$ cat config.mk
export PLATFORM = sky130hd
export DESIGN_NAME = dda_line_rasterizer
export DESIGN_NICKNAME = d
export VERILOG_FILES = /design/src/rtl/dlr_pkg.sv /design/src/rtl/dda_line_rasterizer.sv
export SDC_FILE = /design/constraint.sdc
export NUM_CORES = 1
export LEC_CHECK = 0
export ABC_AREA = 1
export BUFFER_PORTS_ARGS = -buffer_cell sky130_fd_sc_hd__buf_2
export CORE_MARGIN = 5
export CORE_UTILIZATION = 57
export CTS_CLUSTER_SIZE = 10
export DETAILED_ROUTE_END_ITERATION = 8
export GPL_TIMING_DRIVEN = 0
export PLACE_DENSITY = 0.77
export SETUP_SLACK_MARGIN = 0.5
export SKIP_CTS_REPAIR_TIMING = 1
export SLEW_MARGIN = 30
export SYNTH_ARGS = -nofsm -noshare
export SYNTH_HDL_FRONTEND = slang
export SYNTH_SLANG_ARGS = --single-unit
$ cat constraint.sdc
create_clock -name clock -period 3.9 [get_ports clock]
set_input_delay 0.78 -clock clock [delete_from_list [all_inputs] [get_ports clock]]
set_output_delay 0.78 -clock clock [all_outputs]
set_load 0.05 [all_outputs]
$ cat src/rtl/dlr_pkg.sv
// Package for the DDA line rasterizer.
// Holds the sequencer state type and the request command codes. It depends on nothing else.
`default_nettype none

package dlr_pkg;

   // Sequencer states, one-hot.
   typedef enum logic [1:0] {
      ST_IDLE   = 2'b01,
      ST_DIVIDE = 2'b10
   } state_type;

   // Command codes carried on the request channel.
   localparam logic CMD_LOAD = 1'b0;
   localparam logic CMD_NEXT = 1'b1;

endpackage : dlr_pkg

`default_nettype wire

$ cat src/rtl/dda_line_rasterizer.sv
// DDA line rasterizer top level; it depends on dlr_pkg for the state type and command codes.
// A load transfer is accepted, then the shared restoring divider runs, x axis then y axis,
// one quotient bit per cycle; a zero-length line skips it. Next-point transfers are taken
// one per cycle unless rsp_stall holds a full response register, and each result is
// registered and shows on the response port the cycle after its request is taken.
// Reset is synchronous and active high; it clears the sequencer, line state and valid.
`default_nettype none

module dda_line_rasterizer
   import dlr_pkg::*;
#(
   parameter int COORD_BITS = 10,
   parameter int FRAC_BITS  = 16
) (
   input  wire logic                  clock,
   input  wire logic                  reset,
   // Request channel.
   input  wire logic                  req_valid,
   output logic                       req_stall,
   input  wire logic                  req_command,
   input  wire logic [COORD_BITS-1:0] req_x_start,
   input  wire logic [COORD_BITS-1:0] req_y_start,
   input  wire logic [COORD_BITS-1:0] req_x_end,
   input  wire logic [COORD_BITS-1:0] req_y_end,
   // Response channel.
   output logic                       rsp_valid,
   input  wire logic                  rsp_stall,
   output logic [COORD_BITS-1:0]      rsp_point_x,
   output logic [COORD_BITS-1:0]      rsp_point_y,
   output logic                       rsp_last
);

   // Accumulators hold the position with FRAC_BITS fraction bits. Increments are
   // two's complement values between -1.0 and +1.0, so they need two integer bits.
   localparam int ACC_W  = COORD_BITS + FRAC_BITS;
   localparam int STEP_W = FRAC_BITS + 2;
   localparam int QUOT_W = FRAC_BITS + 1;
   localparam int PL_W   = COORD_BITS + 1;
   localparam int CNT_W  = $clog2(FRAC_BITS + 1);
   localparam logic [CNT_W-1:0] LAST_BIT = CNT_W'(FRAC_BITS);

   state_type              state_ff, state_in;
   logic [ACC_W-1:0]       x_accum_ff, x_accum_in;
   logic [ACC_W-1:0]       y_accum_ff, y_accum_in;
   logic [STEP_W-1:0]      x_step_ff, x_step_in;
   logic [STEP_W-1:0]      y_step_ff, y_step_in;
   logic [PL_W-1:0]        points_left_ff, points_left_in;

   // Divider operands and working registers. The quotient register keeps all but the
   // newest bit, which comes straight from the current compare.
   logic [COORD_BITS-1:0]  mag_y_ff, mag_y_in;
   logic                   neg_x_ff, neg_x_in;
   logic                   neg_y_ff, neg_y_in;
   logic [COORD_BITS-1:0]  rem_ff, rem_in;
   logic [QUOT_W-2:0]      quot_ff, quot_in;
   logic [CNT_W-1:0]       cnt_ff, cnt_in;
   logic                   axis_ff, axis_in;

   // Response register.
   logic                   rsp_valid_ff, rsp_valid_in;
   logic [COORD_BITS-1:0]  rsp_x_ff, rsp_x_in;
   logic [COORD_BITS-1:0]  rsp_y_ff, rsp_y_in;
   logic                   rsp_last_ff, rsp_last_in;

   logic                   req_take;
   logic [COORD_BITS-1:0]  adx, ady, steps;
   logic [COORD_BITS:0]    trial;
   logic                   trial_ge;
   logic [QUOT_W-1:0]      quot_next;
   logic [STEP_W-1:0]      quot_ext;
   logic [STEP_W-1:0]      step_value;
   logic                   step_neg;

   // The block takes a transfer only when the sequencer is idle and the response
   // register is free or being emptied in this same cycle.
   assign req_stall = (state_ff != ST_IDLE) || (rsp_valid_ff && rsp_stall);
   assign req_take  = req_valid && !req_stall;

   // Endpoint differences for a load.
   always_comb begin
      adx   = (req_x_end >= req_x_start) ? (req_x_end - req_x_start)
                                         : (req_x_start - req_x_end);
      ady   = (req_y_end >= req_y_start) ? (req_y_end - req_y_start)
                                         : (req_y_start - req_y_end);
      steps = (adx > ady) ? adx : ady;
   end

   // One restoring division step. The first step yields the integer bit of the
   // quotient without a shift; the remaining FRAC_BITS steps shift the remainder
   // left first. The divisor is the step count, parked in points_left during setup.
   always_comb begin
      if (cnt_ff == '0) begin
         trial = {1'b0, rem_ff};
      end else begin
         trial = {rem_ff, 1'b0};
      end
      trial_ge   = trial >= {1'b0, points_left_ff[COORD_BITS-1:0]};
      quot_next  = {quot_ff, trial_ge};
      quot_ext   = {1'b0, quot_next};
      step_neg   = axis_ff ? neg_y_ff : neg_x_ff;
      step_value = step_neg ? (~quot_ext + STEP_W'(1)) : quot_ext;
   end

   always_comb begin
      state_in       = state_ff;
      x_accum_in     = x_accum_ff;
      y_accum_in     = y_accum_ff;
      x_step_in      = x_step_ff;
      y_step_in      = y_step_ff;
      points_left_in = points_left_ff;
      mag_y_in       = mag_y_ff;
      neg_x_in       = neg_x_ff;
      neg_y_in       = neg_y_ff;
      rem_in         = rem_ff;
      quot_in        = quot_ff;
      cnt_in         = cnt_ff;
      axis_in        = axis_ff;
      rsp_x_in       = rsp_x_ff;
      rsp_y_in       = rsp_y_ff;
      rsp_last_in    = rsp_last_ff;
      rsp_valid_in   = rsp_valid_ff && rsp_stall;

      case (state_ff)
         ST_IDLE: begin
            if (req_take && (req_command == CMD_LOAD)) begin
               // A load replaces any line in progress at once.
               x_accum_in     = {req_x_start, {FRAC_BITS{1'b0}}};
               y_accum_in     = {req_y_start, {FRAC_BITS{1'b0}}};
               points_left_in = {1'b0, steps};
               mag_y_in       = ady;
               neg_x_in       = req_x_end < req_x_start;
               neg_y_in       = req_y_end < req_y_start;
               rem_in         = adx;
               cnt_in         = '0;
               axis_in        = 1'b0;
               if (steps == '0) begin
                  // Zero-length line: nothing to divide, nothing to emit.
                  x_step_in = '0;
                  y_step_in = '0;
               end else begin
                  state_in = ST_DIVIDE;
               end
            end else if (req_take && (points_left_ff != '0)) begin
               // Next point: emit the truncated position, then advance.
               rsp_valid_in   = 1'b1;
               rsp_x_in       = x_accum_ff[ACC_W-1:FRAC_BITS];
               rsp_y_in       = y_accum_ff[ACC_W-1:FRAC_BITS];
               rsp_last_in    = points_left_ff == PL_W'(1);
               x_accum_in     = x_accum_ff
                              + {{(ACC_W-STEP_W){x_step_ff[STEP_W-1]}}, x_step_ff};
               y_accum_in     = y_accum_ff
                              + {{(ACC_W-STEP_W){y_step_ff[STEP_W-1]}}, y_step_ff};
               points_left_in = points_left_ff - PL_W'(1);
            end
         end
         ST_DIVIDE: begin
            rem_in  = trial_ge ? COORD_BITS'(trial - {1'b0, points_left_ff[COORD_BITS-1:0]})
                               : COORD_BITS'(trial);
            quot_in = quot_next[QUOT_W-2:0];
            cnt_in  = cnt_ff + CNT_W'(1);
            if (cnt_ff == LAST_BIT) begin
               cnt_in = '0;
               if (axis_ff) begin
                  y_step_in = step_value;
                  state_in  = ST_IDLE;
               end else begin
                  x_step_in = step_value;
                  rem_in    = mag_y_ff;
                  axis_in   = 1'b1;
               end
            end
         end
         default: begin
            state_in = ST_IDLE;
         end
      endcase
   end

   always_ff @(posedge clock) begin
      if (reset) begin
         state_ff       <= ST_IDLE;
         x_accum_ff     <= '0;
         y_accum_ff     <= '0;
         x_step_ff      <= '0;
         y_step_ff      <= '0;
         points_left_ff <= '0;
         cnt_ff         <= '0;
         axis_ff        <= 1'b0;
         rsp_valid_ff   <= 1'b0;
      end else begin
         state_ff       <= state_in;
         x_accum_ff     <= x_accum_in;
         y_accum_ff     <= y_accum_in;
         x_step_ff      <= x_step_in;
         y_step_ff      <= y_step_in;
         points_left_ff <= points_left_in;
         cnt_ff         <= cnt_in;
         axis_ff        <= axis_in;
         rsp_valid_ff   <= rsp_valid_in;
      end
   end

   // Payload and divider operands carry no reset.
   always_ff @(posedge clock) begin
      mag_y_ff    <= mag_y_in;
      neg_x_ff    <= neg_x_in;
      neg_y_ff    <= neg_y_in;
      rem_ff      <= rem_in;
      quot_ff     <= quot_in;
      rsp_x_ff    <= rsp_x_in;
      rsp_y_ff    <= rsp_y_in;
      rsp_last_ff <= rsp_last_in;
   end

   assign rsp_valid   = rsp_valid_ff;
   assign rsp_point_x = rsp_x_ff;
   assign rsp_point_y = rsp_y_ff;
   assign rsp_last    = rsp_last_ff;

`ifndef NO_ASSERTIONS
   // The divisor parked in the point counter is never zero while dividing.
   a_div_nonzero: assert property (@(posedge clock) disable iff (reset)
      (state_ff == ST_DIVIDE) |-> (points_left_ff != '0))
      else $error("divider running with a zero step count");

   // The bit counter never runs past the last quotient bit.
   a_cnt_range: assert property (@(posedge clock) disable iff (reset)
      (state_ff == ST_DIVIDE) |-> (cnt_ff <= LAST_BIT))
      else $error("divider bit counter out of range");

   // An accepted next-point request on a live line produces a result and counts down.
   a_emit: assert property (@(posedge clock) disable iff (reset)
      (req_take && (req_command == CMD_NEXT) && (points_left_ff != '0))
      |=> (rsp_valid_ff && (points_left_ff == PL_W'($past(points_left_ff) - 1'b1))))
      else $error("next-point transfer did not emit and count down");

   // On an idle line a next-point request changes nothing and emits nothing new.
   a_idle: assert property (@(posedge clock) disable iff (reset)
      (req_take && (req_command == CMD_NEXT) && (points_left_ff == '0))
      |=> ((points_left_ff == '0) && $stable(x_accum_ff) && $stable(y_accum_ff)))
      else $error("idle next-point transfer changed line state");
`endif

endmodule : dda_line_rasterizer

`default_nettype wire
# After elaboration in Yosys (flattened, before gate mapping)
# Cells that the tools add are included.
# classes
n_addsub	10
magnitude_cmp	6
n_eq_ne	11
mux	39
n_bitwise	3
n_reduce_logical	19
# op_table
operator	count
$mux 18	7
$mux 26	4
$pmux 18 s2	2
$mux 10	7
$add 26x26->26	2
$sub 10x10->10	5
$mux 11	3
$ge 10x10->1	2
$lt 10x10->1	2
$pmux 10 s2	1
$add 18x1->18 const B	1
$not 17->18	1
$ne 2x2->1 const B	6
$eq 11x1->1 const B	1
$ge 11x10->1	1
$reduce_bool 11->1	1
$sub 11x1->11 const B	1
$gt 10x10->1	1
$logic_not 10->1	1
$mux 5	2
$pmux 5 s2	1
$reduce_and 5->1	2
$mux 2	4
$mux 1	6
16 further kinds	24
# word_totals
reg_bits	167

# Depth between registers and ports, before layout
# Gate-level depths: netlist of run 1.
# logic_depth
depth_word	9
mapped_depth	34
depth_no_buf	31

# Worst setup path after synthesis of run 1
# No wires, ideal clock.
# synth_timing
path_kind	reg2reg
start	register cnt_ff[0]
end	register y_step_ff[16]
setup_ps	64
arrival_ps	4081
required_time_ps	3836
path_slack_ps	-245
stages_incl_launch_ff	31
synth_period_minus_slack_ps	4145
path_cell_list	dfxtp_1 > inv_1 > ha_1 > nor3b_1 > nand2_1 > clkbuf_1 > inv_1 > clkbuf_1 > o21ai_0 > ha_1 > a21oi_1 > o21ai_0 > nand2_1 > nand3_1 > nand2_1 > nand2_1 > inv_1 > buf_2 > buf_2 > ha_1 > inv_1 > nor3_1 > nand2_1 > nand2_1 > nand2_1 > a21oi_1 > o21ai_0 > a21o_1 > nand3_1 > nand2_1 > nor2_1
# synth_between
elab_chain_cells	9
# synth_lines
item	line	source
start: declaration	dda_line_rasterizer.sv:56	logic [CNT_W-1:0] cnt_ff, cnt_in;
start signal: assignment	dda_line_rasterizer.sv:197	cnt_ff <= cnt_in;
$logic_not 5->1	dda_line_rasterizer.sv:92	if (cnt_ff == '0) begin
$mux 11	dda_line_rasterizer.sv:92	
$ge 11x10->1	dda_line_rasterizer.sv:97	trial_ge = trial >= {1'b0, points_left_ff[COORD_BITS-1:0]};
net trial_ge	dda_line_rasterizer.sv:68	logic trial_ge;
$not 17->18	dda_line_rasterizer.sv:101	step_value = step_neg ? (~quot_ext + STEP_W'(1)) : quot_ext;
$add 18x1->18	dda_line_rasterizer.sv:101	
$mux 18	dda_line_rasterizer.sv:101	
$mux 18	dda_line_rasterizer.sv:163	if (axis_ff) begin
$mux 18	dda_line_rasterizer.sv:161	if (cnt_ff == LAST_BIT) begin
$pmux 18 s2	dda_line_rasterizer.sv:123	case (state_ff)
end signal: assignment	dda_line_rasterizer.sv:195	y_step_ff <= y_step_in;
end: declaration	dda_line_rasterizer.sv:46	logic [STEP_W-1:0] y_step_ff, y_step_in;
# The timed path passes the listed nets, and every way through them passes these cells. The select of a mux whose other input is x is not followed.
# A chain may end at the register's enable or synchronous reset.

# Worst setup path after layout of run 1
# layout_timing
start	input port req_x_start[2]
end	register y_step_ff[8]
# layout_between
elab_chain_cells	7
# layout_lines
item	line	source
start: declaration	dda_line_rasterizer.sv:21	input wire logic [COORD_BITS-1:0] req_x_start,
$sub 10x10->10, or another cell as far along	dda_line_rasterizer.sv:82	: (req_x_start - req_x_end);
$mux 10 (*)	dda_line_rasterizer.sv:81	adx = (req_x_end >= req_x_start) ? (req_x_end - req_x_start)
$gt 10x10->1	dda_line_rasterizer.sv:85	steps = (adx > ady) ? adx : ady;
$mux 10 (*)	dda_line_rasterizer.sv:85	
$logic_not 10->1 (*)	dda_line_rasterizer.sv:136	if (steps == '0) begin
$ne 2x2->1 (no source line) (*)	n/a	
$reduce_and 5->1 (no source line) (*)	n/a	
# Every way passes the cells marked *; elsewhere a longest branch is shown, timed or not.

==> summary.md, run 1 <==
| Metric | Value |
|---|---|
| Initial Utilization | 0.577 |
| Largest family of logic cells by synthesized area | simple AND/OR/NAND/NOR gates |
| Via/cell ratio | 5.77 |
| Rows | 55 |
| Final Hold Vio Count | 0 |
| Mean post-synth cell area | 6.75 um^2 |
| Mapped Cells | 1,922 |
| Drt drc | 0 |
| Most frequent cell after synthesis | nand2_1 |
| Max Slew Vio Count | 0 |
| Ys Warns | 0 |
| Die Width | around 160 um |
| Die H | ~160 um |
| PnR worst setup slack | -0.187 ns |
| Wire per inst | 18.0 um |
| Worst-Skew Late Latency | 0.45 ns |
| Fill cell count | roughly 1.9k |
| Flop pwr share | 0.272 |
| Relative slew slack | 0.382 |
| Critical R2R Launch | cnt_ff[0]$_SDFFE_PP0P_ |
| Critical path class | in2reg |
| Clock Tree Root | clkbuf_16 |
| #FFs+latches synth | around 170 |
| Ports | just under 70 |
| Vias in the first global route | 12.3k |
| Core ar. | 22,500 um^2 |
| Switching Share | 0.462 |
| Worst path slowest cell | ha_1 |
| Longest Clk Path Bufs | 2 |
| PortBufs | 66 |
| 1st-iter DRT viols | 1,211 |
| Grt total ovfl | 0 |
| Detailed placement HPWL | 31.3 mm |
| Crit path top cell by count | nand3_4 |
| Cell taking the most area after synthesis | dfxtp_1 |
| Global-route wire length before repair | 62.7 mm |
| Number of synthesized flops with an enable pin | 59 |
| Hold Crit Endpoint | quot_ff[9]$_DFFE_PP_ |
| Commonest cells post-synth | nand2_1, inv_1, a21oi_1 |
| Initial antenna violation count | 0 |
| Max IR drop VDD | between 0.3 and 0.4 mV |
| CP required | roughly 4.2 ns |
| Register area share after synthesis | 0.303 |
| Crit path DAT | about 4.4 ns |
| Compound-Gate Fraction of Synth Area | 0.169 |
| Final GP Congestion | between 0.9 and 1 |
| Post-synth top flop | dfxtp_1 |
| Final setup violation count | 37 |
| Clk slew on worst S/H paths | 0.07 ns |
| Ys async rst share | 0 |
| Vias | 13.7k |
| CP max stage delay | 0.31 ns |
| Pwr/cell area | 527 nW/um^2 |
| RSZ-0062 raised after global routing | true |
| Worst R2R Setup Slack | -0.07 ns |
| CTS tree | built |
| Post-Syn Area | roughly 13,000 um^2 |
| Outcome | finished with violations |
| FF-to-FF End | x_step_ff[14]$_SDFFE_PP0P_ |
| Failing checks | negative setup slack |
| Worst Setup End Kind | flop |
| Hold depth | 0 |
| H-tree depth | 4 |
| Reg2Reg Depth | 31 |
| Sw power | ~4.0 mW |
| Nets | ~2.2k |
| Fmax | 245 MHz |
| Yosys cell types | 50 |
| Layout cell share with drive strength beyond 1 | 0.221 |
| Adder-cell share of the synthesized area | 0.120 |
| Total CTS buffers | 17 |
| Simple-Gate Fraction of Synth Area | 0.288 |
| LEAKAGE | 7.38 nW |
| Clock power frac | 0.194 |
| Iteration count of the initial detailed-routing pass | 5 |
| Final ANT Viol Nets | 0 |
| Area growth syn-to-layout | 25.2% |
| Area share of the largest cell type after synthesis | 0.167 |
| Multi-input combinational cell area | 9120 um^2 |
| Slew @ Worst Pin | 0.919 ns |
| Synthesized net count | 2,087 |
| Worst min path class | reg2reg |
| Max-cap violations | 0 |
| Final core occ | 0.722 |
| Pre-CTS setup slack | -0.782 ns |
| CP Launch Type | primary input |
| Clock Sinks | between 150 and 200 |
| Post-Synth XOR/XNOR Area | 0.0223 |
| Final Skew | 0.0196 ns |
| Routed WL | around 43 mm |
| ANT cells | 0 |
| Final period util | 1.05 |
| Largest net degree at the start of global routing | 26 |
| Post-synthesis mux area share | 0 |
| Hold_sp | quot_ff[8]$_DFFE_PP_ |
| Die area | 25,900 um^2 |
| Register area | 3940 um^2 |
| Worst-path fanout max | 7 |
| Final Critical Period | approximately 4 ns |
| Pint | 4.61 mW |
| Combinational share of power | 0.534 |
| Dominant cells by area after synthesis | dfxtp_1, nand2_1, edfxtp_1, ha_1, a21oi_1 |
| Gr usage total | 0.301 |
-- worst max path at each step --
stage	start	endpoint	slack, ns
floorplan	req_y_end[0]	y_step_ff[17]$_SDFFE_PP0P_	0.16
global placement	req_x_start[5]	x_step_ff[13]$_SDFFE_PP0P_	-0.73
detailed placement	req_x_start[5]	x_step_ff[17]$_SDFFE_PP0P_	-0.78
CTS	cnt_ff[1]$_SDFFE_PP0P_	x_step_ff[14]$_SDFFE_PP0P_	-0.57
global route	req_x_start[2]	y_step_ff[8]$_SDFFE_PP0P_	-0.34
finish	req_x_start[2]	y_step_ff[8]$_SDFFE_PP0P_	-0.19
-- cells in the final DEF (no fill, tap or decap), drive strengths merged, types with 3 or more instances in the layout --
cell type	netlist	routed
nor3	16	16
dfxtp	108	108
a31oi	6	6
buf	18	142
o21ai	108	108
o221ai	7	7
or2	5	5
o22ai	3	3
a31o	3	3
xnor2	13	13
xor2	20	20
a221oi	3	3
o211ai	26	26
nand3b	4	4
ha	113	113
nand3	154	154
nor2	134	134
edfxtp	59	59
nand4	26	28
clkinv	3	7
nand2	534	535
a21oi	203	203
fa	7	7
inv	271	277
and2	3	3
a21o	13	13
a211oi	3	3
o2111ai	3	3
clkinvlp	0	5
clkbuf	35	52
o21bai	7	7
nor4	6	6
-- area by class of cell --
class,count,share of cell area
sequential,167,0.242
tap,285,0.0219
buffer,53,0.0206
clock inverter,15,0.00901
clock buffer,17,0.0262
inverter,274,0.0665
multi-input combinational,1431,0.561
timing repair buffer,124,0.0526
-- cells by family (layout without fill, tap and decap cells) --
logic type	after synthesis	after routing
compound gates	391	391
xor+xnor	33	33
fa+ha+maj	120	120
buf+inv	327	483
flops	167	167
simple gates	884	887
-- critical path: cells and delay by family --
family,cells,cell delay (ns)
adders and majority gates,2,0.60
buffers and inverters,6,0.63
and+or+nand+nor,20,2.40
-- registers in the layout, indices dropped and copies added, names as in the netlist, 11 cells and up --
| signal | cells |
|---|---|
| y_step_ff | 18 |
| y_accum_ff | 26 |
| points_left_ff | 11 |
| quot_ff | 16 |
| x_step_ff | 18 |
| x_accum_ff | 26 |
-- stage by stage --
step / instances / hold WS [ns] / area [um^2] / power (mW) / setup TNS [ns]
finish: 2366 / 0.458 / 16300 / 8.56 / -5.15
floorplan: 1922 / 0.426 / 13400 / 4.91 / 0
global placement: 2273 / 0.436 / 14100 / 5.83 / -24.70
global route: 2366 / 0.478 / 16300 / 9.05 / -10.85
CTS: 2306 / 0.465 / 14700 / 7.57 / -12.30
detailed placement: 2274 / 0.447 / 14100 / 5.91 / -27.22
-- metal layers --
| metal | part of all wire | track usage | up-vias |
|---|---|---|---|
| met5 | 0 | 0 | - |
| met4 | 0.047 | 0.129 | 0 |
| met3 | 0.057 | 0.0277 | 115 |
| met2 | 0.48 | 0.510 | 557 |
| met1 | 0.42 | 0.393 | 6306 |
| li1 | - | - | 6678 |
-- power by group through the flow --
stage	logic, mW	clock network [mW]	registers [mW]
3_3_place_gp	3.48	0	2.35
2_1_floorplan	2.46	0	2.44
6_report	4.57	1.66	2.33
4_1_cts	3.59	1.66	2.31
5_1_grt	4.96	1.74	2.35
3_5_place_dp	3.56	0	2.35
Power figures use the tool's default switching activity.
==> run 2, diff against run 1 <==
Settings changed: PLACE_DENSITY 0.77 to 0.8.
==> summary.md, run 2 (synthesis gave the netlist of run 1 again) <==
| Metric | Value |
|---|---|
| Outcome | finished with violations |
| Worst Setup End Kind | flop |
| Largest net degree at the start of global routing | 26 |
| Final period util | 1.04 |
| Crit path DAT | 4.40 ns |
| CTS tree | built |
| Critical Path Start | req_y_start[8] |
| Leading cell types in the layout, fill and taps excluded | nand2_1, inv_1, a21oi_1 |
| Sw power | 3.97 mW |
| Rows | 55 |
| Die H | approximately 160 um |
| Flop pwr share | 0.265 |
| GRT Max-Usage Layer | met2 |
| Switching Share | 0.453 |
| Max IR drop VDD | 0.292 mV |
| Grt total ovfl | 0 |
| Drt drc | 0 |
| Reg2Reg Depth | 31 |
| Ports | 68 |
| Setup_tns | -3.97 ns |
| Layout cell share with drive strength beyond 1 | 0.240 |
| Worst path top cell family by delay | simple AND/OR/NAND/NOR gates |
| Via/cell ratio | 5.99 |
| Design area | approximately 17,000 um^2 |
| Fmax | 246 MHz |
| Routed WL | ~44 mm |
| Clk slew on worst S/H paths | 0.07 ns |
| Placed Cells incl. Taps | 2,274 |
| Final GP Congestion | around 0.97 |
| Clock Tree Root | clkbuf_16 |
| Most common library cell in the layout ignoring fill and taps | nand2_1 |
| Post-Layout Cell Count | 2,382 |
| Nets | 2,248 |
| Detailed placement HPWL | 29.9 mm |
| Longest Clk Path Bufs | 2 |
| Instance count on the critical path | 29 |
| Initial Utilization | 0.577 |
| LEAKAGE | around 7.6 nW |
| Final Critical Period | 4.06 ns |
| Worst-Skew Late Latency | 0.45 ns |
| CP required | 4.24 ns |
| Vias in the first global route | 12.5k |
| Vias | 14.3k |
| CP max stage delay | 0.34 ns |
| RSZ-0062 raised after global routing | true |
| Worst R2R Setup Slack | -0.13 ns |
| Crit path top cell by count | nand2_1 |
| Die Width | 161 um |
| Max-cap violations | 0 |
| H-tree depth | 4 |
| Pre-CTS setup slack | -0.740 ns |
| Max Slew Vio Count | 0 |
| Gr usage total | 0.292 |
| CP Launch Type | primary input |
| Core ar. | 22,500 um^2 |
| PnR worst setup slack | -0.159 ns |
| Clock power frac | 0.204 |
| Met2 usage | 0.490 |
| Pint | 4.79 mW |
| Worst min path class | reg2reg |
| Clock Sinks | 167 |
| Dpl cell area | 14,100 um^2 |
| Met1 GRT Util | 0.379 |
| Pwr/cell area | 526 nW/um^2 |
| Global-route wire length before repair | 61.8 mm |
| Critical R2R Launch | cnt_ff[0]$_SDFFE_PP0P_ |
| Met3 usage | 0.0400 |
| Biggest regs | x_accum_ff x26, y_accum_ff x26 |
| Failing checks | negative setup slack |
| 1st-iter DRT viols | 1,500 |
| Setup crit end | x_step_ff[10]$_SDFFE_PP0P_ |
| Combinational share of power | 0.531 |
| Critical path class | in2reg |
| Wire per inst | 18.3 um |
| Area growth syn-to-layout | 28.2% |
| Final Skew | 0.0117 ns |
| Fill cell count | approximately 1.6k |
| FF-to-FF End | y_step_ff[12]$_SDFFE_PP0P_ |
| Total CTS buffers | 17 |
| Die area | 25,900 um^2 |
| Worst path slowest cell | a21oi_1 |
| Final ANT Viol Nets | 0 |
| Final Hold Vio Count | 0 |
| Slew @ Worst Pin | between 0.9 and 1 ns |
| Initial antenna violation count | 1 |
| Worst-path fanout max | 7 |
| Final setup violation count | 36 |
| CP bufs+invs | 5 |
| Iteration count of the initial detailed-routing pass | 6 |
| PortBufs | 66 |
| Relative slew slack | 0.345 |
==> run 2: changes by cell type in the layout (fill, tap and decap cells not counted), sizes merged <==
| cell | change |
|---|---|
| clkbuf | +5 |
| bufinv | +2 |
| buf | +13 |
| clkinvlp | -5 |
| diode | +1 |
==> run 2: layer usage <==
metal  wire length (um)  up-vias
met4               2300        0
met3               3930      186
met2              20800      843
met5                  0        -
met1              16500     6504
li1                   -     6727
==> run 2: worst reg2reg max path: cells and delay by family, from the launching register on <==
kind / cells / cell delay, ns
and+or+nand+nor: 15 / 1.61
adders and majority gates: 3 / 0.63
AOI/OAI and AO/OA: 4 / 0.63
DFF: 1 / 0.36
buffers and inverters: 9 / 0.74
==> run 2: area by class of cell <==
| class | count | area, um^2 | share of cell area |
|---|---|---|---|
| antenna | 1 | 2.50 | 0.000150 |
| clock inverter | 12 | 139 | 0.00835 |
| multi-input combinational | 1431 | 9240 | 0.555 |
| timing repair buffer | 139 | 1070 | 0.0641 |
| clock buffer | 20 | 468 | 0.0281 |
| buffer | 53 | 338 | 0.0203 |
| sequential | 167 | 3940 | 0.237 |
| inverter | 274 | 1090 | 0.0657 |
| tap | 285 | 357 | 0.0214 |
==> run 2: worst min path at each step <==
stage                                    start                          to  slack (ns)  cells after the start
floorplan                 quot_ff[8]$_DFFE_PP_        quot_ff[9]$_DFFE_PP_        0.43                      0
detailed placement        quot_ff[8]$_DFFE_PP_        quot_ff[9]$_DFFE_PP_        0.45                      0
CTS                     cnt_ff[0]$_SDFFE_PP0P_      cnt_ff[0]$_SDFFE_PP0P_        0.46                      1
global route              quot_ff[8]$_DFFE_PP_        quot_ff[9]$_DFFE_PP_        0.47                      0
global placement          quot_ff[8]$_DFFE_PP_        quot_ff[9]$_DFFE_PP_        0.44                      0
finish              y_accum_ff[0]$_SDFFE_PP0P_  y_accum_ff[0]$_SDFFE_PP0P_        0.47                      2
==> run 2: metrics by stage <==
stage	total power [mW]	util	hold WS, ns
5_1_grt	9.20	0.739	0.475
6_report	8.76	0.739	0.468
3_3_place_gp	5.78	0.627	0.436
3_5_place_dp	5.87	0.629	0.449
4_1_cts	7.66	0.656	0.465
2_1_floorplan	4.91	-	0.426
==> run 2: power by group through the flow <==
stage / clock, mW / sequential (mW) / combinational [mW]
final: 1.79 / 2.32 / 4.65
after global routing: 1.86 / 2.34 / 4.99
after CTS: 1.78 / 2.31 / 3.58
after detailed placement: 0 / 2.34 / 3.53
after global placement: 0 / 2.34 / 3.44
after floorplan: 0 / 2.44 / 2.46
